<file path="config.mk">
export PLATFORM = sky130hd
export DESIGN_NAME = sorted_key_page_engine
export DESIGN_NICKNAME = d
export VERILOG_FILES = /design/src/hw/rtl/skpe_pkg.sv /design/src/hw/rtl/skpe_cell.sv /design/src/hw/rtl/skpe_chain.sv /design/src/hw/rtl/sorted_key_page_engine.sv
export SDC_FILE = /design/constraint.sdc
export NUM_CORES = 1
export LEC_CHECK = 0
export ABC_CLOCK_PERIOD_IN_PS = 6000
export BUFFER_PORTS_ARGS = -buffer_cell sky130_fd_sc_hd__buf_2
export CAP_MARGIN = 10
export CORE_MARGIN = 4
export CORE_UTILIZATION = 50
export DETAILED_ROUTE_END_ITERATION = 10
export GPL_TIMING_DRIVEN = 1
export PLACE_DENSITY_LB_ADDON = 0.15
export SLEW_MARGIN = 20
export SYNTH_ARGS = -nofsm -noshare
export SYNTH_HDL_FRONTEND = slang
export SYNTH_SLANG_ARGS = --single-unit
</file>
<file path="constraint.sdc">
create_clock -name clk -period 6 [get_ports clk]
set_input_delay 0.6 -clock clk [delete_from_list [all_inputs] [get_ports clk]]
set_output_delay 0.6 -clock clk [all_outputs]
set_load 0.03 [all_outputs]
</file>
<file path="src/hw/rtl/skpe_pkg.sv">
`default_nettype none
// ----------------------------------------------------------------------------
// skpe_pkg
// Shared widths, codes and types for the sorted key page engine.
// ----------------------------------------------------------------------------
package skpe_pkg;

    localparam int KEY_W             = 32;
    localparam int OP_W              = 2;
    localparam int STATUS_W          = 2;
    localparam int KIND_W            = 2;
    localparam int POS_W             = 4;
    localparam int LIMIT_W           = 3;
    localparam int PAGE_CAPACITY_DEF = 8;

    localparam logic [LIMIT_W-1:0] FULL_LIMIT_RESET = 3'd6;

    typedef enum logic [OP_W-1:0] {
        OP_INSERT = 2'd0,
        OP_SEARCH = 2'd1,
        OP_SPLIT  = 2'd2,
        OP_NONE   = 2'd3
    } skpe_op_t;

    typedef enum logic [STATUS_W-1:0] {
        STATUS_OK       = 2'd0,
        STATUS_FULL     = 2'd1,
        STATUS_NO_GREATER = 2'd2,
        STATUS_EMPTY    = 2'd3
    } skpe_status_t;

    typedef enum logic [KIND_W-1:0] {
        KIND_ACK       = 2'd0,
        KIND_HIT       = 2'd1,
        KIND_SEPARATOR = 2'd2,
        KIND_UPPER     = 2'd3
    } skpe_kind_t;

    typedef enum logic {
        S_IDLE  = 1'b0,
        S_SPLIT = 1'b1
    } skpe_state_t;

    // Command from the controller to the row of key cells.
    typedef struct packed {
        logic                    ins_en;
        logic signed [KEY_W-1:0] probe_key;
    } skpe_probe_t;

    // First stored key strictly greater than the probe key.
    typedef struct packed {
        logic                    found;
        logic signed [KEY_W-1:0] key;
    } skpe_hit_t;

endpackage
`default_nettype wire

</file>
<file path="src/hw/rtl/skpe_cell.sv">
`default_nettype none
// ----------------------------------------------------------------------------
// skpe_cell
// One key slot of the page: compares its key with the probe and shifts on
// insert, taking its lower neighbor's key or the new key.
// ----------------------------------------------------------------------------
module skpe_cell
    import skpe_pkg::*;
(
    input  wire logic                    clk,
    input  wire logic                    occupied,
    input  wire logic                    at_tail,
    input  wire logic                    prev_gt,
    input  wire logic signed [KEY_W-1:0] prev_key,
    input  wire skpe_probe_t             probe,
    output logic                         gt,
    output logic signed [KEY_W-1:0]      key_q
);

    logic signed [KEY_W-1:0] key_reg;
    logic signed [KEY_W-1:0] key_next;

    assign gt    = occupied && (key_reg > probe.probe_key);
    assign key_q = key_reg;

    always_comb
    begin
        key_next = key_reg;
        if (probe.ins_en)
        begin
            // Everything above the insertion point moves up by one slot.
            if (prev_gt)
            begin
                key_next = prev_key;
            end
            else if (gt || at_tail)
            begin
                key_next = probe.probe_key;
            end
        end
    end

    always_ff @(posedge clk)
    begin
        key_reg <= key_next;
    end

endmodule
`default_nettype wire

</file>
<file path="src/hw/rtl/skpe_chain.sv">
`default_nettype none
// ----------------------------------------------------------------------------
// skpe_chain
// Row of key cells holding the sorted page, with the first-greater detector
// and the read select used while a split streams out.
// ----------------------------------------------------------------------------
module skpe_chain
    import skpe_pkg::*;
#(
    parameter int PAGE_CAPACITY = PAGE_CAPACITY_DEF,
    parameter int IDX_W         = $clog2(PAGE_CAPACITY),
    parameter int CNT_W         = $clog2(PAGE_CAPACITY + 1)
)
(
    input  wire logic              clk,
    input  wire logic [CNT_W-1:0]  count,
    input  wire skpe_probe_t       probe,
    input  wire logic [IDX_W-1:0]  rd_idx,
    output skpe_hit_t              hit,
    output logic [IDX_W-1:0]       hit_pos,
    output logic signed [KEY_W-1:0] rd_key
);

    logic [PAGE_CAPACITY-1:0] gt;
    logic [PAGE_CAPACITY-1:0] first;
    logic signed [KEY_W-1:0]  key_q [PAGE_CAPACITY];

    genvar gi;
    generate
        for (gi = 0; gi < PAGE_CAPACITY; gi++)
        begin : g_cell
            logic                    prev_gt;
            logic signed [KEY_W-1:0] prev_key;

            if (gi == 0)
            begin : g_head
                assign prev_gt  = 1'b0;
                assign prev_key = '0;
            end
            else
            begin : g_body
                assign prev_gt  = gt[gi-1];
                assign prev_key = key_q[gi-1];
            end

            // Keys are ascending, so the greater flags form a run at the top
            // of the occupied slots; its lowest member is the answer.
            assign first[gi] = gt[gi] && !prev_gt;

            skpe_cell u_cell
            (
                .clk      (clk),
                .occupied (CNT_W'(gi) < count),
                .at_tail  (CNT_W'(gi) == count),
                .prev_gt  (prev_gt),
                .prev_key (prev_key),
                .probe    (probe),
                .gt       (gt[gi]),
                .key_q    (key_q[gi])
            );
        end
    endgenerate

    always_comb
    begin
        hit     = '0;
        hit_pos = '0;
        rd_key  = '0;
        for (int i = 0; i < PAGE_CAPACITY; i++)
        begin
            if (first[i])
            begin
                hit.found = 1'b1;
                hit.key   = hit.key | key_q[i];
                hit_pos   = hit_pos | IDX_W'(i);
            end
            if (rd_idx == IDX_W'(i))
            begin
                rd_key = rd_key | key_q[i];
            end
        end
    end

endmodule
`default_nettype wire

</file>
<file path="src/hw/rtl/sorted_key_page_engine.sv">
`default_nettype none
// ----------------------------------------------------------------------------
// sorted_key_page_engine
// One sorted page of signed keys with insert, first-greater search and split.
//
// Input beats (opcode, key) are taken when in_valid is high and in_stall is
// low. Insert and search each produce one registered result beat, in the cycle
// after the input beat. Insert shifts the row of key cells in that same cycle,
// so a new input can be taken every cycle while the output register drains.
// Split answers an empty page at once; otherwise it emits one beat per key
// (the separator, then the upper keys), reading one cell a cycle while the
// output is not stalled, through the row's read select, and takes no input until
// its last beat has been loaded. Opcode 3 is accepted and produces nothing.
// A result beat waits in the output register while out_stall is high; the
// input then stalls as well. The configuration channel (cfg_valid,
// cfg_ready, cfg_data) is always ready and sets the page-full threshold.
// Reset empties the page, sets the threshold to 6 and drops any pending beat.
// ----------------------------------------------------------------------------
module sorted_key_page_engine
    import skpe_pkg::*;
#(
    parameter int PAGE_CAPACITY = PAGE_CAPACITY_DEF
)
(
    input  wire logic                    clk,
    input  wire logic                    rst_n,
    input  wire logic                    in_valid,
    output logic                         in_stall,
    input  wire logic [OP_W-1:0]         opcode,
    input  wire logic signed [KEY_W-1:0] key,
    output logic                         out_valid,
    input  wire logic                    out_stall,
    output logic [STATUS_W-1:0]          status,
    output logic [KIND_W-1:0]            result_kind,
    output logic signed [KEY_W-1:0]      out_key,
    output logic [POS_W-1:0]             position,
    output logic [POS_W-1:0]             key_count,
    output logic                         page_full,
    output logic                         last,
    input  wire logic                    cfg_valid,
    output logic                         cfg_ready,
    input  wire logic [LIMIT_W-1:0]      cfg_data
);

    localparam int IDX_W = $clog2(PAGE_CAPACITY);
    localparam int CNT_W = $clog2(PAGE_CAPACITY + 1);

    skpe_state_t              state_reg;
    skpe_state_t              state_next;
    logic [CNT_W-1:0]         count_reg;
    logic [CNT_W-1:0]         count_next;
    logic [LIMIT_W-1:0]       limit_reg;
    logic [IDX_W-1:0]         rd_reg;
    logic [IDX_W-1:0]         rd_next;
    logic [IDX_W-1:0]         center_reg;
    logic [IDX_W-1:0]         center_next;
    logic [CNT_W-1:0]         end_reg;
    logic [CNT_W-1:0]         end_next;

    logic                     out_valid_reg;
    logic                     out_valid_next;
    logic [STATUS_W-1:0]      status_reg;
    logic [STATUS_W-1:0]      status_next;
    logic [KIND_W-1:0]        kind_reg;
    logic [KIND_W-1:0]        kind_next;
    logic signed [KEY_W-1:0]  okey_reg;
    logic signed [KEY_W-1:0]  okey_next;
    logic [POS_W-1:0]         pos_reg;
    logic [POS_W-1:0]         pos_next;
    logic [POS_W-1:0]         kcnt_reg;
    logic [POS_W-1:0]         kcnt_next;
    logic                     full_reg;
    logic                     full_next;
    logic                     last_reg;
    logic                     last_next;

    logic                     slot_free;
    logic                     in_acc;
    logic                     page_at_cap;
    logic                     split_last;
    skpe_op_t                 op;
    skpe_probe_t              probe;
    skpe_hit_t                hit;
    logic [IDX_W-1:0]         hit_pos;
    logic signed [KEY_W-1:0]  rd_key;

    assign op          = skpe_op_t'(opcode);
    assign slot_free   = !out_valid_reg || !out_stall;
    assign in_stall    = (state_reg != S_IDLE) || !slot_free;
    assign in_acc      = in_valid && !in_stall;
    assign page_at_cap = count_reg >= CNT_W'(PAGE_CAPACITY);
    assign split_last  = (CNT_W'(rd_reg) + CNT_W'(1)) == end_reg;
    assign cfg_ready   = 1'b1;

    assign probe.ins_en    = in_acc && (op == OP_INSERT) && !page_at_cap;
    assign probe.probe_key = key;

    skpe_chain #(
        .PAGE_CAPACITY (PAGE_CAPACITY),
        .IDX_W         (IDX_W),
        .CNT_W         (CNT_W)
    ) u_chain (
        .clk     (clk),
        .count   (count_reg),
        .probe   (probe),
        .rd_idx  (rd_reg),
        .hit     (hit),
        .hit_pos (hit_pos),
        .rd_key  (rd_key)
    );

    // Next state, page count and split pointers.
    always_comb
    begin
        state_next  = state_reg;
        count_next  = count_reg;
        rd_next     = rd_reg;
        center_next = center_reg;
        end_next    = end_reg;
        unique case (state_reg)
            S_IDLE:
            begin
                if (probe.ins_en)
                begin
                    count_next = count_reg + CNT_W'(1);
                end
                else if (in_acc && (op == OP_SPLIT) && (count_reg != '0))
                begin
                    state_next  = S_SPLIT;
                    count_next  = count_reg >> 1;
                    rd_next     = IDX_W'(count_reg >> 1);
                    center_next = IDX_W'(count_reg >> 1);
                    end_next    = count_reg;
                end
            end
            S_SPLIT:
            begin
                if (slot_free)
                begin
                    rd_next = rd_reg + IDX_W'(1);
                    if (split_last)
                    begin
                        state_next = S_IDLE;
                    end
                end
            end
            default:
            begin
                state_next = S_IDLE;
            end
        endcase
    end

    // Output register contents.
    always_comb
    begin
        out_valid_next = out_valid_reg && out_stall;
        status_next    = status_reg;
        kind_next      = kind_reg;
        okey_next      = okey_reg;
        pos_next       = pos_reg;
        kcnt_next      = kcnt_reg;
        full_next      = full_reg;
        last_next      = last_reg;
        unique case (state_reg)
            S_IDLE:
            begin
                if (in_acc && (op != OP_NONE))
                begin
                    out_valid_next = 1'b1;
                    kcnt_next      = POS_W'(count_next);
                    full_next      = 32'(count_next) > 32'(limit_reg);
                    last_next      = 1'b1;
                    pos_next       = '0;
                    okey_next      = '0;
                    status_next    = STATUS_OK;
                    unique case (op)
                        OP_INSERT:
                        begin
                            kind_next = KIND_ACK;
                            okey_next = key;
                            if (page_at_cap)
                            begin
                                status_next = STATUS_FULL;
                            end
                            else if (hit.found)
                            begin
                                pos_next = POS_W'(hit_pos);
                            end
                            else
                            begin
                                pos_next = POS_W'(count_reg);
                            end
                        end
                        OP_SEARCH:
                        begin
                            kind_next = KIND_HIT;
                            if (hit.found)
                            begin
                                okey_next = hit.key;
                                pos_next  = POS_W'(hit_pos);
                            end
                            else
                            begin
                                status_next = STATUS_NO_GREATER;
                            end
                        end
                        default:
                        begin
                            // Split: a non-empty page streams from S_SPLIT.
                            kind_next = KIND_SEPARATOR;
                            if (count_reg == '0)
                            begin
                                status_next = STATUS_EMPTY;
                            end
                            else
                            begin
                                out_valid_next = 1'b0;
                            end
                        end
                    endcase
                end
            end
            S_SPLIT:
            begin
                if (slot_free)
                begin
                    out_valid_next = 1'b1;
                    status_next    = STATUS_OK;
                    kind_next      = (rd_reg == center_reg) ? KIND_SEPARATOR : KIND_UPPER;
                    okey_next      = rd_key;
                    pos_next       = POS_W'(rd_reg);
                    kcnt_next      = POS_W'(count_reg);
                    full_next      = 32'(count_reg) > 32'(limit_reg);
                    last_next      = split_last;
                end
            end
            default:
            begin
                out_valid_next = 1'b0;
            end
        endcase
    end

    always_ff @(posedge clk or negedge rst_n)
    begin
        if (!rst_n)
        begin
            state_reg     <= S_IDLE;
            count_reg     <= '0;
            limit_reg     <= FULL_LIMIT_RESET;
            out_valid_reg <= 1'b0;
        end
        else
        begin
            state_reg     <= state_next;
            count_reg     <= count_next;
            out_valid_reg <= out_valid_next;
            if (cfg_valid && cfg_ready)
            begin
                limit_reg <= cfg_data;
            end
        end
    end

    always_ff @(posedge clk)
    begin
        rd_reg     <= rd_next;
        center_reg <= center_next;
        end_reg    <= end_next;
        status_reg <= status_next;
        kind_reg   <= kind_next;
        okey_reg   <= okey_next;
        pos_reg    <= pos_next;
        kcnt_reg   <= kcnt_next;
        full_reg   <= full_next;
        last_reg   <= last_next;
    end

    assign out_valid   = out_valid_reg;
    assign status      = status_reg;
    assign result_kind = kind_reg;
    assign out_key     = okey_reg;
    assign position    = pos_reg;
    assign key_count   = kcnt_reg;
    assign page_full   = full_reg;
    assign last        = last_reg;

endmodule
`default_nettype wire
</file>
==> summary.log, run 1 <==
qor: worst_setup_path.cpPeakStageDelay 0.95 ns
qor: timing.timing.final.crit_period 4.70 ns
qor: synth.muxShareOfSynthArea 1.73%
qor: routing.route.antenna.remaining_nets 0
qor: worst_setup_path.crit_path_end_kind flip-flop
qor: routing.vias 20,500
qor: grt.largest_net_degree_at_the_start_of_global_routing 65
qor: routing.drc_violation_count_after_routing 0
qor: synth.synth_most_common_cell edfxtp_1
qor: floorplan.die_y 218 um
qor: finish.multi_input_area 11,900 um2
qor: pwr.power.ir.vdd_worst 0.320 mV
qor: synth.postSynthRegisterBits 318
qor: clock_tree.post-cts-setup-buffer-count 0
qor: synth.combinational_family_with_the_most_area_after_synthesis compound AO/OA/AOI/OAI gates
qor: clock_tree.clock_sinks 318
qor: synth.async_reset_ff_share 2.83%
qor: timing.worst_pin_slew 1.24 ns
qor: worst_hold_path.whs_path_depth 2
qor: grt.grt_antenna_before_repair 1
qor: clock_tree.cts_max_path_buffers 3
qor: routing.drt-total-wl 90.3 mm
qor: finish.share_of_layout_cells_above_drive_strength_1 12.2%
qor: synth.synthesis.area_per_instance 10.1 um2
qor: worst_setup_path.reg2reg_to out_key[0]
qor: finish.largest_register_ffs 256
qor: clock_tree.worst_skew_pair.late_latency 0.58 ns
qor: grt.global_route.overflow_total 0
qor: synth.post_synthesis_cell_area 22,000 um2
qor: floorplan.coreArea 43,300 um2
qor: clock_tree.tritoncts done
qor: floorplan.num_rows 76
qor: timing.final_min_period_over_clock_period 78.4%
qor: floorplan.die_w 218 um
qor: timing.finalMaxSlewViolations 0
qor: placed_design.dp.final_hpwl 59.3 mm
qor: worst_setup_path.worst_setup_path_start_kind flip-flop
qor: synth.yosys_warnings 0
qor: worst_hold_path.worstHoldStart cfg_valid
qor: synth.most_area_consuming_cells_after_synthesis edfxtp_1 (42%), ha_1 (15%), o21ai_0 (5.9%)
qor: timing.timing.clock.skew 0.0184 ns
qor: worst_hold_path.worstHoldEndpoint limit_reg[2]
qor: synth.synth_compound_area_share 23.8%
qor: clock_tree.cts-buffers-inserted 39
qor: grt.grt_util_met3 9.60%
qor: routing.drt_iter0_drc 3,420
qor: timing.max_clock_freq 213 MHz
qor: worst_setup_path.criticalPathCategory flip-flop to flip-flop
qor: grt.grt_use_total 37.2%
qor: clock_tree.cts.repair.resized 0
qor: grt.grt_most_used_layer met2
qor: floorplan.io_pins 91
qor: finish.fillerInstances 3,708
qor: pwr.power.leakage 9.36 nW
qor: worst_setup_path.critPathRequiredTime 6.36 ns
qor: synth.number_of_synthesized_flops_with_an_enable_pin 309
qor: synth.synth_cell_type_count 69
qor: worst_setup_path.critical_path.cell_chain ha_1, nand4_1, or3_1, or4_1, a31oi_1, nor4_2, or2_4, nor3_2, a211oi_1, a21oi_1
qor: floorplan.start_util 50.9%
qor: grt.grt_use_met2 56.5%
qor: routing.drt_pass1_iterations 8
qor: clock_tree.clock_transition_time_at_the_flip_flop_clock_pins_of_the_worst_setup_and_hold_paths 0.06 ns
qor: synth.post-synth-top-area-fraction 42.1%
qor: routing.wire_per_inst 31.6 um
qor: pwr.power_per_cell_area 432 nW/um2
qor: timing.final-hold-violation-count 0
qor: finish.layout.nets 2,551
qor: worst_setup_path.critical_path_peak_fanout 34
qor: synth.netlist_instances 2,170
qor: flow_run.timing.max_cap.violations 0
qor: synth.synth_commonest_cells edfxtp_1 (309), ha_1 (271), nand2_1 (261), o21ai_0 (261), a21oi_1 (162)
qor: worst_setup_path.rr_worst_depth 10
qor: placed_design.place.port_buffers 89
qor: timing.slew-limit-headroom 17.0%
qor: grt.groute.layer.met1.usage 48.6%
qor: clock_tree.ctsHoldBuffers 1
qor: timing.fin_worst_hold_slack 0.228 ns
qor: grt.number_of_global_route_vias_before_repair 19,800
qor: timing.unrepaired_setup_endpoints_after_global_routing no
qor: worst_hold_path.hold_path.class input port to flip-flop
qor: finish.register_area 9510 um2
qor: synth.synthDominantAreaCellType edfxtp_1
qor: synth.synth-adder-area-share 15.4%
qor: timing.setup_viol 0
qor: worst_setup_path.worst_ep_arrival_time 5.07 ns
qor: synth.dominantRegCellSynth edfxtp_1
qor: clock_tree.cts-root-buf clkbuf_16
qor: worst_setup_path.rrSetupSlack 1.30 ns
qor: synth.synth-xor-area-share 0.278%
qor: worst_setup_path.worstReg2RegStart u_chain.g_cell[0].u_cell.key_q[31]
qor: finish.area_growth 12.0%
qor: outcome.outcome complete, no violations
qor: synth.yosys.area_share.simple 11.9%
qor: routing.avgViaCountPerCell 7.18
qor: clock_tree.cts_max_level 2
qor: synth.seq_area_frac_synth 43.2%
qor: grt.global_route_wire_length_before_repair 131 mm
qor: worst_setup_path.cp-startpoint u_chain.g_cell[0].u_cell.key_q[31]
qor: placed_design.place.gp.congestion 0.975
qor: timing.setup_tns 0 ns
qor: synth.postSynthNetCount 2,483
qor: worst_setup_path.critical-path-slowest-cell nor3_2
qor: floorplan.die_area 47,500 um2
==> cell families (layout without fill, tap and decap cells) <==
group,after synthesis,count (layout)
other,2,3
XOR/XNOR,7,7
adder cells (fa/ha/maj),271,271
flip-flops,318,318
AND/OR/NAND/NOR,532,532
buffers and inverters,212,311
multiplexers,34,34
AO/OA/AOI/OAI,794,794
==> metrics by stage <==
step	instance area, um2	setup slack (ns)	instances	utilization, %	total power (W)
final	24700	1.30	2855	57.0	0.0107
after global routing	24700	1.22	2855	57.0	0.0110
after detailed placement	23400	0.889	2781	54.1	0.00811
after global placement	23400	1.06	2781	54.1	0.00804
after CTS	24700	1.42	2854	57.0	0.0105
after floorplan	22000	0.776	2170	-	0.00627
==> layout make-up <==
cell class,instances,area share (%)
Multi-Input combinational cell,1640,48.2
Sequential cell,318,38.6
Inverter,89,1.35
Clock buffer,49,4.19
Timing Repair Buffer,150,3.88
Tap cell,585,2.97
Clock inverter,23,0.807
Antenna cell,1,0.0101
==> layout by cell type, fill, tap and decap left out, types with 15 or more instances in the layout <==
cell type | synthesis | layout
buf_2 | 2 | 89
nor4_1 | 16 | 15
and4_1 | 31 | 31
inv_1 | 88 | 88
a221oi_1 | 36 | 36
o21ai_0 | 261 | 261
edfxtp_1 | 309 | 309
a22oi_1 | 90 | 90
a221o_1 | 37 | 37
nand4_1 | 53 | 53
ha_1 | 271 | 271
a21o_1 | 21 | 20
a222oi_1 | 26 | 26
a211oi_1 | 46 | 45
and3_1 | 33 | 33
clkbuf_16 | 0 | 39
buf_4 | 1 | 56
a21oi_1 | 162 | 159
o311a_1 | 25 | 25
nand3_1 | 44 | 44
nor2_1 | 38 | 29
mux2_2 | 33 | 33
nand2_1 | 261 | 260
==> layer usage <==
metal / vias up / part of all wire, %
met2: 1636 / 43
li1: 8738 / -
met5: - / 0
met3: 400 / 13
met1: 9722 / 37
met4: 0 / 6.7
==> worst max-delay path by stage <==
stage | depth (start not counted) | to
2_1_floorplan | 12 | u_chain.g_cell[4].u_cell.key_q[0]
3_3_place_gp | 12 | u_chain.g_cell[1].u_cell.key_q[26]
3_5_place_dp | 12 | u_chain.g_cell[1].u_cell.key_q[26]
4_1_cts | 10 | u_chain.g_cell[1].u_cell.key_q[26]
5_1_grt | 12 | u_chain.g_cell[1].u_cell.key_q[25]
6_report | 10 | out_key[0]
==> report_power, final <==
part,switching [W],total [W],internal [W]
sequential,0.000241,0.00324,0.00300
clock,0.00101,0.00236,0.00135
combinational,0.00345,0.00505,0.00159
==> critical path, delay by kind of cell (launching register included) <==
kind	cells	cell delay (ns)
flops	1	0.46
simple gates	6	2.68
compound gates	3	0.90
fa+ha+maj	1	0.44
No activity file was read; power rests on OpenSTA's default activity.
==> inputs of run 2 (changes only) <==
Settings changed: ABC_CLOCK_PERIOD_IN_PS 6000 to 4620.
Clock period 6 ns to 4.62 ns, I/O delays scaled along.
==> summary.log, run 2 (synthesis gave the netlist of run 1 again) <==
qor: clock_tree.worst_skew_pair.late_latency 0.58 ns [about the same]
qor: timing.finalMaxSlewViolations 0 [unchanged]
qor: grt.number_of_global_route_vias_before_repair 19,700 [-0.67%]
qor: placed_design.dp.final_hpwl 61.2 mm [+3.1%]
qor: timing.setup_viol 0 [unchanged]
qor: routing.wire_per_inst 31.2 um [-1.5%]
qor: timing.timing.clock.skew 0.0211 ns [+0.00264 ns]
qor: pwr.power.ir.vdd_worst 0.376 mV [+18%]
qor: worst_setup_path.critPathRequiredTime 4.99 ns [-1.37 ns]
qor: clock_tree.tritoncts done
qor: worst_setup_path.worst_ep_arrival_time 4.83 ns [-0.24 ns]
qor: floorplan.io_pins 91 [unchanged]
qor: timing.slew-limit-headroom 20.8% [+3.8 points]
qor: grt.grt_most_used_layer met2
qor: clock_tree.cts-root-buf clkbuf_16
qor: finish.num_antenna_cells 0 [-1]
qor: timing.max_clock_freq 224 MHz [+5.2%]
qor: grt.grt_use_met2 58.4% [+2.0 points]
qor: worst_setup_path.cp-startpoint u_chain.g_cell[0].u_cell.key_q[31]
qor: grt.groute.layer.met1.usage 48.9% [+0.24 points]
qor: worst_setup_path.rr_worst_depth 12 [+2]
qor: timing.final-hold-violation-count 0 [unchanged]
qor: worst_hold_path.hold_path.class input port to flip-flop
qor: grt.global_route.overflow_total 0 [unchanged]
qor: clock_tree.post-cts-setup-buffer-count 0 [unchanged]
qor: timing.timing.final.crit_period 4.47 ns [-0.233 ns]
qor: outcome.outcome complete, no violations
qor: worst_setup_path.worstReg2RegStart u_chain.g_cell[0].u_cell.key_q[31]
qor: timing.unrepaired_setup_endpoints_after_global_routing no
qor: finish.layout_commonest_cell edfxtp_1
qor: finish.final_cell_mix edfxtp_1 (309), ha_1 (271), o21ai_0 (261)
qor: finish.share_of_layout_cells_above_drive_strength_1 14.0% [+1.8 points]
qor: routing.drc_violation_count_after_routing 0 [unchanged]
qor: finish.largest_register_ffs 256 [unchanged]
qor: worst_setup_path.critical_path_peak_fanout 5 [-85%]
qor: worst_setup_path.criticalPathCategory flip-flop to flip-flop
qor: routing.drt-total-wl 90.5 mm [+0.24%]
qor: clock_tree.clock_transition_time_at_the_flip_flop_clock_pins_of_the_worst_setup_and_hold_paths 0.06 ns [about the same]
qor: finish.final_util 58.2% [+1.2 points]
qor: worst_setup_path.timing.critical_path.to out_key[8]
qor: pwr.power_per_cell_area 553 nW/um2 [+28%]
qor: timing.worst_pin_slew 1.18 ns [-0.0602 ns]
qor: floorplan.die_y 218 um [unchanged]
qor: timing.final_min_period_over_clock_period 96.7% [+18 points]
qor: worst_setup_path.worst_setup_path_start_kind flip-flop
qor: floorplan.start_util 50.9% [unchanged]
qor: timing.setup_tns 0 ns [unchanged]
qor: worst_setup_path.rrSetupSlack 0.15 ns [-1.15 ns]
qor: clock_tree.cts-buffers-inserted 38 [-2.6%]
qor: grt.grt_util_met3 8.49% [-1.1 points]
qor: routing.avgViaCountPerCell 7.05 [-1.8%]
qor: routing.drt_iter0_drc 3,469 [+1.4%]
qor: worst_setup_path.crit_path_end_kind flip-flop
qor: floorplan.num_rows 76 [unchanged]
qor: floorplan.die_area 47,500 um2 [unchanged]
qor: placed_design.place.port_buffers 89 [unchanged]
qor: grt.largest_net_degree_at_the_start_of_global_routing 67 [+3.1%]
qor: clock_tree.cts_max_path_buffers 3 [unchanged]
qor: pwr.power.leakage 9.63 nW [+2.9%]
qor: floorplan.die_w 218 um [unchanged]
qor: clock_tree.cts_max_level 2 [unchanged]
qor: finish.area_growth 14.4%
qor: routing.route.antenna.remaining_nets 0 [unchanged]
qor: routing.drt_pass1_iterations 10 [+2]
qor: placed_design.place.gp.congestion 0.979 [+0.50%]
qor: routing.vias 20,500 [-0.15%]
qor: flow_run.timing.max_cap.violations 0 [unchanged]
qor: grt.global_route_wire_length_before_repair 131 mm [+0.24%]
qor: grt.grt_use_total 37.2% [about the same]
qor: floorplan.coreArea 43,300 um2 [unchanged]
qor: finish.layout.nets 2,603 [+2.0%]
qor: grt.grt_antenna_before_repair 0 [-1]
qor: clock_tree.clock_sinks 318 [unchanged]
qor: worst_setup_path.reg2reg_to out_key[8]
==> run 2: repair_timing <==
item | 4_1_cts | 5_1_grt
endpoints found under the hold margin | 9 | 0
gates resized for setup | 0 | 0
endpoints found under the setup margin | 0 | 0
hold buffers | 1 | 0
==> run 2: worst min path at each step <==
stage,startpoint,end,slack (ns),depth (start not counted)
after floorplan,rst_n,count_reg[0],0.17,0
after global placement,rst_n,limit_reg[0],0.33,1
after detailed placement,rst_n,count_reg[0],0.33,1
after CTS,cfg_valid,limit_reg[1],0.07,2
after global routing,key[13],u_chain.g_cell[0].u_cell.key_q[13],0.11,1
final,cfg_valid,limit_reg[1],0.09,2
==> run 2: per-stage QoR <==
stage	power (W)	worst slack (ns)	cell area [um2]	hold WS [ns]	cells
floorplan	0.00815	0.0246	22000	0.166	2170
global placement	0.0106	0.151	24000	0.326	2834
detailed placement	0.0107	0.0854	24000	0.327	2834
CTS	0.0137	0.263	25200	0.0742	2904
global route	0.0144	0.105	25200	0.114	2904
finish	0.0139	0.151	25200	0.0942	2904
==> run 2: cell type report <==
| class | instances | area (um2) |
|---|---|---|
| Fill cell | 3721 | 18100 |
| Sequential cell | 318 | 9510 |
| Inverter | 89 | 334 |
| Multi-Input combinational cell | 1640 | 11900 |
| Clock buffer | 48 | 1010 |
| Clock inverter | 21 | 200 |
| Tap cell | 585 | 732 |
| Timing Repair Buffer | 203 | 1530 |
==> run 2: critical path, stage by stage, from the launching register on <==
cell,delay (ns)
edfxtp_1,0.48
ha_1,0.47
nand4_1,0.18
or3_1,0.47
or4_1,0.64
nand3b_1,0.25
o2111a_1,0.22
or2_4,0.31
buf_4,0.15
nor3_1,0.45
buf_4,0.28
a21oi_1,0.09
a211oi_1,0.28
==> run 2: power breakdown <==
group | switching (W) | internal, W | total, W
registers | 0.000350 | 0.00389 | 0.00424
clock network | 0.00129 | 0.00173 | 0.00301
logic | 0.00444 | 0.00223 | 0.00668
==> run 2: routing by layer <==
layer | share of wire [%] | vias to the layer above
li1 | - | 8824
met1 | 38 | 9783
met2 | 44 | 1506
met3 | 12 | 352
met4 | 5.9 | 0
met5 | 0 | -
